--- src/rtl/core/qosc_pkg.sv ---
package qosc_pkg;

  localparam int CoefW          = 32;
  localparam int OutW           = 32;
  localparam int CfgDataW       = 32;
  localparam int CfgIdxW        = 2;
  localparam int SampleWidthDef = 32;
  localparam int MulBW          = 24;
  localparam int ProdW          = CoefW + MulBW;
  localparam int LoW            = ProdW + 1 - MulBW;
  localparam int MagW           = ProdW + 1;
  localparam int K1Frac         = 24;
  localparam int K2Frac         = 30;
  localparam int K1Shift        = K1Frac - MulBW;
  localparam int K2Shift        = K2Frac - MulBW;
  localparam logic [ProdW-1:0] K1Rnd = ProdW'(1) << (K1Frac - 1);
  localparam logic [ProdW-1:0] K2Rnd = ProdW'(1) << (K2Frac - 1);
  localparam int StepW          = 4;

  typedef enum logic [CfgIdxW-1:0] {
    CFG_COEF_K1      = 2'd0,
    CFG_COEF_K2      = 2'd1,
    CFG_RESET_ENABLE = 2'd2,
    CFG_SYNC_ENABLE  = 2'd3
  } cfg_idx_e;

  typedef enum logic [2:0] {
    OP_NOP,
    OP_MUL_LO,
    OP_MUL_HI,
    OP_FIN,
    OP_ACC,
    OP_LOAD,
    OP_EMIT
  } op_e;

  typedef enum logic {
    COEF_K1,
    COEF_K2
  } coef_e;

  typedef enum logic [1:0] {
    OPND_U,
    OPND_V,
    OPND_W
  } opnd_e;

  typedef enum logic [1:0] {
    BR_NEXT,
    BR_JUMP,
    BR_INPUT,
    BR_OUTPUT
  } br_e;

  typedef struct packed {
    op_e              op;
    coef_e            coef;
    opnd_e            mul_src;
    opnd_e            add_src;
    opnd_e            dst;
    logic             sub;
    br_e              br;
    logic [StepW-1:0] target;
  } uword_t;

  localparam logic [StepW-1:0] StepWait = StepW'(0);
  localparam logic [StepW-1:0] StepLoad = StepW'(13);
  localparam logic [StepW-1:0] StepEmit = StepW'(14);

  function automatic uword_t uw_mul(input op_e op, input coef_e coef, input opnd_e src);
    uword_t w;
    w         = '0;
    w.op      = op;
    w.coef    = coef;
    w.mul_src = src;
    w.add_src = OPND_U;
    w.dst     = OPND_U;
    w.br      = BR_NEXT;
    return w;
  endfunction

  function automatic uword_t uw_acc(input coef_e coef, input opnd_e add_src,
                                    input opnd_e dst, input logic sub);
    uword_t w;
    w         = '0;
    w.op      = OP_ACC;
    w.coef    = coef;
    w.mul_src = OPND_U;
    w.add_src = add_src;
    w.dst     = dst;
    w.sub     = sub;
    w.br      = BR_NEXT;
    return w;
  endfunction

  function automatic uword_t ucode(input logic [StepW-1:0] step);
    uword_t w;
    w         = '0;
    w.op      = OP_NOP;
    w.coef    = COEF_K1;
    w.mul_src = OPND_U;
    w.add_src = OPND_U;
    w.dst     = OPND_U;
    w.br      = BR_JUMP;
    w.target  = StepWait;
    case (step)
      StepW'(0): begin
        w.br     = BR_INPUT;
        w.target = StepLoad;
      end
      StepW'(1):  w = uw_mul(OP_MUL_LO, COEF_K1, OPND_V);
      StepW'(2):  w = uw_mul(OP_MUL_HI, COEF_K1, OPND_V);
      StepW'(3):  w = uw_mul(OP_FIN, COEF_K1, OPND_V);
      StepW'(4):  w = uw_acc(COEF_K1, OPND_U, OPND_W, 1'b1);
      StepW'(5):  w = uw_mul(OP_MUL_LO, COEF_K2, OPND_W);
      StepW'(6):  w = uw_mul(OP_MUL_HI, COEF_K2, OPND_W);
      StepW'(7):  w = uw_mul(OP_FIN, COEF_K2, OPND_W);
      StepW'(8):  w = uw_acc(COEF_K2, OPND_V, OPND_V, 1'b0);
      StepW'(9):  w = uw_mul(OP_MUL_LO, COEF_K1, OPND_V);
      StepW'(10): w = uw_mul(OP_MUL_HI, COEF_K1, OPND_V);
      StepW'(11): w = uw_mul(OP_FIN, COEF_K1, OPND_V);
      StepW'(12): begin
        w        = uw_acc(COEF_K1, OPND_W, OPND_U, 1'b1);
        w.br     = BR_JUMP;
        w.target = StepEmit;
      end
      StepW'(13): begin
        w.op = OP_LOAD;
        w.br = BR_NEXT;
      end
      StepW'(14): begin
        w.op     = OP_EMIT;
        w.br     = BR_OUTPUT;
        w.target = StepWait;
      end
      default: begin
        w.br     = BR_JUMP;
        w.target = StepWait;
      end
    endcase
    return w;
  endfunction

endpackage

--- src/rtl/core/qosc_in_if.sv ---
interface qosc_in_if;
  logic valid;
  logic ready;
  logic reset_level;

  modport source (output valid, output reset_level, input ready);
  modport sink (input valid, input reset_level, output ready);
endinterface

--- src/rtl/core/qosc_out_if.sv ---
interface qosc_out_if;
  logic                                valid;
  logic                                ready;
  logic signed [qosc_pkg::OutW-1:0]    cos_out;
  logic signed [qosc_pkg::OutW-1:0]    sin_out;
  logic                                cos_sync;
  logic                                sin_sync;

  modport source (output valid, output cos_out, output sin_out, output cos_sync,
                  output sin_sync, input ready);
  modport sink (input valid, input cos_out, input sin_out, input cos_sync,
                input sin_sync, output ready);
endinterface

--- src/rtl/core/quadrature_oscillator_sync_top.sv ---
// Channel   Modport  Payload                                   Direction
// in_i      sink     reset_level                               into the block
// out_o     source   cos_out, sin_out, cos_sync, sin_sync      out of the block
// cfg       -        cfg_we_i, cfg_idx_i, cfg_data_i           into the block
//
// A free-running sample runs from acceptance to the next acceptance through
// three products on one 32x24 multiplier, each as two partial products, a
// rounding step and a saturating add. A phase-reset sample loads, then emits.
// Reset puts the state at cosine one, sine zero, and clears all coefficients.
// A stalled output register holds the result while the next sample is accepted;
// the sequencer waits at its last step only when a second result is ready.
module quadrature_oscillator_sync_top #(
  parameter int SampleWidth = qosc_pkg::SampleWidthDef
) (
  input  logic                               clk_i,
  input  logic                               rst_ni,
  qosc_in_if.sink                            in_i,
  qosc_out_if.source                         out_o,
  input  logic                               cfg_we_i,
  input  logic [qosc_pkg::CfgIdxW-1:0]       cfg_idx_i,
  input  logic [qosc_pkg::CfgDataW-1:0]      cfg_data_i
);

  localparam int WideW = SampleWidth + qosc_pkg::OutW;

  logic signed [qosc_pkg::CoefW-1:0]   k1_q, k2_q;
  logic                                rst_en_q, sync_en_q;
  logic [qosc_pkg::StepW-1:0]          step_q, step_d;
  logic                                prev_lvl_q, cwp_q, swp_q, out_valid_q;
  logic signed [qosc_pkg::OutW-1:0]    cos_out_q, sin_out_q;
  logic                                cos_sync_q, sin_sync_q;

  qosc_pkg::uword_t                    uw;
  logic                                in_acc, rst_cond, emit_ok, emit;
  logic signed [SampleWidth-1:0]       u, v;
  logic signed [WideW-1:0]             u_wide, v_wide;
  logic signed [qosc_pkg::OutW-1:0]    cos_val, sin_val;
  logic                                cpos, spos;

  qosc_dp #(
    .SampleWidth(SampleWidth)
  ) u_dp (
    .clk_i (clk_i),
    .rst_ni(rst_ni),
    .uw_i  (uw),
    .k1_i  (k1_q),
    .k2_i  (k2_q),
    .cos_o (u),
    .sin_o (v)
  );

  assign uw       = qosc_pkg::ucode(step_q);
  assign in_i.ready = (uw.br == qosc_pkg::BR_INPUT);
  assign in_acc   = in_i.valid && in_i.ready;
  assign rst_cond = rst_en_q && (in_i.reset_level != prev_lvl_q);
  assign emit_ok  = !out_valid_q || out_o.ready;
  assign emit     = (uw.op == qosc_pkg::OP_EMIT) && emit_ok;

  always_comb begin
    case (uw.br)
      qosc_pkg::BR_NEXT:   step_d = step_q + qosc_pkg::StepW'(1);
      qosc_pkg::BR_JUMP:   step_d = uw.target;
      qosc_pkg::BR_INPUT: begin
        if (in_acc) begin
          step_d = rst_cond ? uw.target : step_q + qosc_pkg::StepW'(1);
        end else begin
          step_d = step_q;
        end
      end
      qosc_pkg::BR_OUTPUT: step_d = emit_ok ? uw.target : step_q;
      default:             step_d = qosc_pkg::StepWait;
    endcase
  end

  always_comb begin
    u_wide  = $signed({u, qosc_pkg::OutW'(0)}) >>> SampleWidth;
    v_wide  = $signed({v, qosc_pkg::OutW'(0)}) >>> SampleWidth;
    cos_val = u_wide[qosc_pkg::OutW-1:0];
    sin_val = v_wide[qosc_pkg::OutW-1:0];
    cpos    = !u[SampleWidth-1] && (|u);
    spos    = !v[SampleWidth-1] && (|v);
  end

  always_ff @(posedge clk_i or negedge rst_ni) begin
    if (!rst_ni) begin
      k1_q        <= '0;
      k2_q        <= '0;
      rst_en_q    <= 1'b0;
      sync_en_q   <= 1'b0;
      step_q      <= qosc_pkg::StepWait;
      prev_lvl_q  <= 1'b0;
      cwp_q       <= 1'b0;
      swp_q       <= 1'b0;
      out_valid_q <= 1'b0;
    end else begin
      if (cfg_we_i) begin
        case (qosc_pkg::cfg_idx_e'(cfg_idx_i))
          qosc_pkg::CFG_COEF_K1:      k1_q      <= $signed(cfg_data_i[qosc_pkg::CoefW-1:0]);
          qosc_pkg::CFG_COEF_K2:      k2_q      <= $signed(cfg_data_i[qosc_pkg::CoefW-1:0]);
          qosc_pkg::CFG_RESET_ENABLE: rst_en_q  <= cfg_data_i[0];
          qosc_pkg::CFG_SYNC_ENABLE:  sync_en_q <= cfg_data_i[0];
          default: begin
          end
        endcase
      end
      step_q <= step_d;
      if (in_acc) begin
        prev_lvl_q <= in_i.reset_level;
      end
      if (emit) begin
        cwp_q       <= cpos;
        swp_q       <= spos;
        out_valid_q <= 1'b1;
      end else if (out_o.ready) begin
        out_valid_q <= 1'b0;
      end
    end
  end

  always_ff @(posedge clk_i) begin
    if (emit) begin
      cos_out_q  <= cos_val;
      sin_out_q  <= sin_val;
      cos_sync_q <= sync_en_q && cpos && !cwp_q;
      sin_sync_q <= sync_en_q && spos && !swp_q;
    end
  end

  assign out_o.valid    = out_valid_q;
  assign out_o.cos_out  = cos_out_q;
  assign out_o.sin_out  = sin_out_q;
  assign out_o.cos_sync = cos_sync_q;
  assign out_o.sin_sync = sin_sync_q;

endmodule

--- src/rtl/core/qosc_dp.sv ---
module qosc_dp #(
  parameter int SampleWidth = qosc_pkg::SampleWidthDef
) (
  input  logic                                 clk_i,
  input  logic                                 rst_ni,
  input  qosc_pkg::uword_t                     uw_i,
  input  logic signed [qosc_pkg::CoefW-1:0]    k1_i,
  input  logic signed [qosc_pkg::CoefW-1:0]    k2_i,
  output logic signed [SampleWidth-1:0]        cos_o,
  output logic signed [SampleWidth-1:0]        sin_o
);

  localparam int ExtW = 2 * qosc_pkg::MulBW;
  localparam int RW   = qosc_pkg::MagW + 1;
  localparam logic signed [SampleWidth-1:0] One  = SampleWidth'(1) << (SampleWidth - 2);
  localparam logic signed [SampleWidth-1:0] SMax = {1'b0, {(SampleWidth-1){1'b1}}};
  localparam logic signed [SampleWidth-1:0] SMin = {1'b1, {(SampleWidth-1){1'b0}}};

  logic signed [SampleWidth-1:0]       u_q, v_q, w_q;
  logic [qosc_pkg::ProdW-1:0]          prod_q;
  logic [qosc_pkg::LoW-1:0]            lo_q;
  logic [qosc_pkg::MagW-1:0]           mag_q;
  logic                                neg_q;

  logic signed [qosc_pkg::CoefW-1:0]   coef;
  logic signed [SampleWidth-1:0]       opnd_b;
  logic signed [SampleWidth-1:0]       addend;
  logic [qosc_pkg::CoefW-1:0]          coef_mag;
  logic [SampleWidth-1:0]              b_mag;
  logic [ExtW-1:0]                     b_ext;
  logic [qosc_pkg::MulBW-1:0]          mul_b;
  logic [qosc_pkg::ProdW-1:0]          prod;
  logic [qosc_pkg::ProdW-1:0]          rnd;
  logic [qosc_pkg::MagW-1:0]           lo_sum;
  logic [qosc_pkg::MagW-1:0]           fin_sum;
  logic [qosc_pkg::MagW-1:0]           mag_d;
  logic signed [RW-1:0]                ax, mx, res;
  logic                                ovf;
  logic signed [SampleWidth-1:0]       acc_res;

  always_comb begin
    coef = (uw_i.coef == qosc_pkg::COEF_K1) ? k1_i : k2_i;
    case (uw_i.mul_src)
      qosc_pkg::OPND_U: opnd_b = u_q;
      qosc_pkg::OPND_V: opnd_b = v_q;
      qosc_pkg::OPND_W: opnd_b = w_q;
      default:          opnd_b = u_q;
    endcase
    case (uw_i.add_src)
      qosc_pkg::OPND_U: addend = u_q;
      qosc_pkg::OPND_V: addend = v_q;
      qosc_pkg::OPND_W: addend = w_q;
      default:          addend = u_q;
    endcase
    coef_mag = coef[qosc_pkg::CoefW-1] ? qosc_pkg::CoefW'(-coef) : qosc_pkg::CoefW'(coef);
    b_mag    = opnd_b[SampleWidth-1] ? SampleWidth'(-opnd_b) : SampleWidth'(opnd_b);
    b_ext    = ExtW'(b_mag);
    mul_b    = (uw_i.op == qosc_pkg::OP_MUL_HI) ? b_ext[ExtW-1:qosc_pkg::MulBW]
                                                : b_ext[qosc_pkg::MulBW-1:0];
    prod     = qosc_pkg::ProdW'(coef_mag) * qosc_pkg::ProdW'(mul_b);
    rnd      = (uw_i.coef == qosc_pkg::COEF_K1) ? qosc_pkg::K1Rnd : qosc_pkg::K2Rnd;
    lo_sum   = qosc_pkg::MagW'(prod_q) + qosc_pkg::MagW'(rnd);
    fin_sum  = qosc_pkg::MagW'(prod_q) + qosc_pkg::MagW'(lo_q);
    mag_d    = (uw_i.coef == qosc_pkg::COEF_K1) ? (fin_sum >> qosc_pkg::K1Shift)
                                                : (fin_sum >> qosc_pkg::K2Shift);
    ax       = RW'(addend);
    mx       = $signed({1'b0, mag_q});
    res      = (uw_i.sub ^ neg_q) ? (ax - mx) : (ax + mx);
    ovf      = !((&res[RW-1:SampleWidth-1]) || !(|res[RW-1:SampleWidth-1]));
    if (ovf) begin
      acc_res = res[RW-1] ? SMin : SMax;
    end else begin
      acc_res = res[SampleWidth-1:0];
    end
  end

  always_ff @(posedge clk_i or negedge rst_ni) begin
    if (!rst_ni) begin
      u_q <= One;
      v_q <= '0;
    end else begin
      if (uw_i.op == qosc_pkg::OP_LOAD) begin
        u_q <= One;
        v_q <= '0;
      end else if (uw_i.op == qosc_pkg::OP_ACC) begin
        if (uw_i.dst == qosc_pkg::OPND_U) u_q <= acc_res;
        if (uw_i.dst == qosc_pkg::OPND_V) v_q <= acc_res;
      end
    end
  end

  always_ff @(posedge clk_i) begin
    case (uw_i.op)
      qosc_pkg::OP_MUL_LO: begin
        prod_q <= prod;
        neg_q  <= coef[qosc_pkg::CoefW-1] ^ opnd_b[SampleWidth-1];
      end
      qosc_pkg::OP_MUL_HI: begin
        prod_q <= prod;
        lo_q   <= lo_sum[qosc_pkg::MagW-1:qosc_pkg::MulBW];
      end
      qosc_pkg::OP_FIN: begin
        mag_q <= mag_d;
      end
      qosc_pkg::OP_ACC: begin
        if (uw_i.dst == qosc_pkg::OPND_W) w_q <= acc_res;
      end
      default: begin
      end
    endcase
  end

  assign cos_o = u_q;
  assign sin_o = v_q;

endmodule
--- src/flat_wrapper.sv ---
// flat-port wrapper written by rule: the top's interface ports become plain ports
module quadrature_oscillator_sync_top_flat 
#(
  parameter int SampleWidth = qosc_pkg::SampleWidthDef
)
  (clk_i, rst_ni, cfg_we_i, cfg_idx_i, cfg_data_i, in_i_valid, in_i_reset_level, in_i_ready, out_o_valid, out_o_cos_out, out_o_sin_out, out_o_cos_sync, out_o_sin_sync, out_o_ready);
  qosc_in_if in_i_i ();
  qosc_out_if out_o_i ();
  input  logic clk_i;
  input  logic rst_ni;
  input  logic cfg_we_i;
  input  logic [qosc_pkg::CfgIdxW-1:0] cfg_idx_i;
  input  logic [qosc_pkg::CfgDataW-1:0] cfg_data_i;
  input wire logic [$bits(in_i_i.valid)-1:0] in_i_valid;
  input wire logic [$bits(in_i_i.reset_level)-1:0] in_i_reset_level;
  output wire logic [$bits(in_i_i.ready)-1:0] in_i_ready;
  output wire logic [$bits(out_o_i.valid)-1:0] out_o_valid;
  output wire logic [$bits(out_o_i.cos_out)-1:0] out_o_cos_out;
  output wire logic [$bits(out_o_i.sin_out)-1:0] out_o_sin_out;
  output wire logic [$bits(out_o_i.cos_sync)-1:0] out_o_cos_sync;
  output wire logic [$bits(out_o_i.sin_sync)-1:0] out_o_sin_sync;
  input wire logic [$bits(out_o_i.ready)-1:0] out_o_ready;
  assign in_i_i.valid = in_i_valid;
  assign in_i_i.reset_level = in_i_reset_level;
  assign in_i_ready = in_i_i.ready;
  assign out_o_valid = out_o_i.valid;
  assign out_o_cos_out = out_o_i.cos_out;
  assign out_o_sin_out = out_o_i.sin_out;
  assign out_o_cos_sync = out_o_i.cos_sync;
  assign out_o_sin_sync = out_o_i.sin_sync;
  assign out_o_i.ready = out_o_ready;
  quadrature_oscillator_sync_top #(.SampleWidth(SampleWidth)) u_core (.clk_i(clk_i), .rst_ni(rst_ni), .in_i(in_i_i), .out_o(out_o_i), .cfg_we_i(cfg_we_i), .cfg_idx_i(cfg_idx_i), .cfg_data_i(cfg_data_i));
endmodule
--- config.mk ---
export PLATFORM = sky130hd
export DESIGN_NAME = quadrature_oscillator_sync_top_flat
export DESIGN_NICKNAME = d
export VERILOG_FILES = /design/src/rtl/core/qosc_pkg.sv /design/src/rtl/core/qosc_in_if.sv /design/src/rtl/core/qosc_out_if.sv /design/src/rtl/core/quadrature_oscillator_sync_top.sv /design/src/rtl/core/qosc_dp.sv /design/src/flat_wrapper.sv
export SDC_FILE = /design/constraint.sdc
export NUM_CORES = 2
export LEC_CHECK = 0
export BUFFER_PORTS_ARGS = -buffer_cell sky130_fd_sc_hd__buf_2
export CAP_MARGIN = 20
export CORE_ASPECT_RATIO = 0.75
export CORE_MARGIN = 2
export CORE_UTILIZATION = 60
export CTS_CLUSTER_SIZE = 40
export DETAILED_ROUTE_END_ITERATION = 16
export GPL_TIMING_DRIVEN = 0
export PLACE_DENSITY = 0.77
export SLEW_MARGIN = 5
export SYNTH_ARGS = -nofsm -noshare
export SYNTH_HDL_FRONTEND = slang
export SYNTH_HIERARCHICAL = 1
export SYNTH_SLANG_ARGS = --single-unit
--- constraint.sdc ---
create_clock -name clk_i -period 16.32 [get_ports clk_i]
set_input_delay 0.816 -clock clk_i [delete_from_list [all_inputs] [get_ports clk_i]]
set_output_delay 0.816 -clock clk_i [all_outputs]
set_load 0.02 [all_outputs]
==> results.ini <==
[timing]
rsz0062_at_grt=no
max-slew-margin-rel_pct=8.25
tns_ns=0
slew_violations=0
worst_pin_slew_ns=1.37
timing.fmax_ghz=0.0628
post-route-min-period_ns=15.91
setup_viol=0
worst_slack_ns=0.408
finalHoldViolCount=0
period_share_pct=97.5
fin_skew_ns=0.0240

[min_path]
hp-class=input port to asynchronous set/reset pin

[setup_path]
max_stage_delay_ns=0.82
crit_fanout=19
path_class=flip-flop to flip-flop
critPathBufInv=13
end_kind=flip-flop
crit_arrival_ns=16.27
crit_required_ns=16.67
critical-path-top-delay-family=adder cells
critPathLaunchType=flip-flop
crit_slowest_cell=xor2_2

[cts]
clock_path_buffers=3
clkLatencyLatePin_ns=0.58
clk_pin_slew_ns=0.06
clock-sinks=383
root_buffer=clkbuf_16
post_cts_buffers=0
cts_tree=yes
cts_hold_buf=0
htreeDepth=2
numCtsBuffers=37

[run_status]
status=complete, no violations

[placement]
dp_hpwl_mm=139
dp_slack_ns=-0.806
io_buffers=107
routabilityCongestion=1.07

[floorplanning]
core_area_um2=80300
start_util_pct=60.6
pin_count=108
dieArea_um2=83400
dieHeight_um=251
rows=90
die_w_um=333

[detailed_routing]
vias=41700
firstDrtPassIters=9
wirelength_mm=169
vias_per_cell=6.35
drt-wirelength-per-cell_um=25.7
drt_iter0_markers=6001
drc_errors=0
ant_nets=0

[global_routing]
antenna_found_initial=11
grt_max_degree=89
grt_pass1_wl_mm=253
grt-ovfl-total=0
grt_pass1_vias=39600
track_usage_pct=40.8

[logic_synthesis]
syn-instance-count=5293
synth_nets=6278
synth_warnings=6
avgSynthCellArea_um2=9.19
synth_area_um2=48600

[cells_and_area]
nNetsFinal=6467
drive_gt1_share_pct=6.88
area_delta_synth_final_pct=7.73
utilization_pct=65.2

[job]
max-cap-violations=0

path summary, 6_finish.rpt:
path	startpoint	end	slack, ns	cells past startpoint
max	u_core/step_q[0]$_DFFE_PN0P_	u_core/u_dp/prod_q[54]$_DFFE_PP_	0.41	44
min	rst_ni	u_core/u_dp/sin_o[19]$_DFFE_PN0P_	0.20	1
max reg2reg	u_core/step_q[0]$_DFFE_PN0P_	u_core/u_dp/prod_q[54]$_DFFE_PP_	0.41	44
min reg2reg	u_core/k2_q[5]$_DFFE_PN0P_	u_core/k2_q[5]$_DFFE_PN0P_	0.51	1
max in group asynchronous	rst_ni	u_core/k2_q[18]$_DFFE_PN0P_	15.28	2
min in group clk_i	cfg_data_i[12]	u_core/k2_q[12]$_DFFE_PN0P_	0.49	2
registers in the layout, summed over array words and instances, names as in the netlist, 4 cells and up:
| register | flops |
|---|---|
| u_core/out_o.cos_out | 32 |
| u_core/u_dp/prod_q | 56 |
| u_core/u_dp/mag_q | 57 |
| u_core/step_q | 4 |
| u_core/k2_q | 32 |
| u_core/u_dp/cos_o | 32 |
| u_core/k1_q | 32 |
| u_core/out_o.sin_out | 32 |
| u_core/u_dp/lo_q | 33 |
| u_core/u_dp/sin_o | 32 |
| u_core/u_dp/w_q | 32 |
area by class of cell:
type                    count  area, um2
multi-input cells        3902      34100
fillers                  6606      27900
flip-flops and latches    383      10800
inverters                 774       2910
well taps                1058       1320
repair buffers            151       1010
clock buffers              46        990
plain buffers             233        953
clock inverters            22        304
diodes                      3       7.51
what timing repair did:
action,in CTS,in global routing
setup endpoints to repair,13,9
cloned,0,0
pin swaps,0,0
gates resized for setup,2,7
metal layers:
layer / part of all wire, % / track usage [%] / up-vias
met5: 0.14 / 0.748 / -
met4: 3.0 / 9.78 / 18
met3: 20 / 21.5 / 396
met2: 37 / 51.1 / 3240
met1: 40 / 60.7 / 20300
li1: - / - / 17800
stage by stage:
step                      cells  hold WS, ns  cell area (um2)
after floorplan            5293        0.470            48600
after global placement     6458        0.477            50500
after detailed placement   6492        0.488            51000
after CTS                  6559        0.212            52300
after global routing       6569        0.239            52400
final                      6572        0.204            52400
cells in the final DEF, fill, tap and decap left out, types with 140 or more instances in the layout:
| cell | instances |
|---|---|
| xor2_1 | 140 |
| o21ai_0 | 199 |
| a21oi_1 | 219 |
| nand2_1 | 724 |
| xnor2_1 | 165 |
| clkbuf_1 | 202 |
| fa_1 | 660 |
| ha_1 | 285 |
| nor2_1 | 457 |
| inv_1 | 771 |
| edfxtp_1 | 245 |
Power is not shown: default switching activity piles up to over one toggle a cycle in this logic, so the estimate is an artifact.
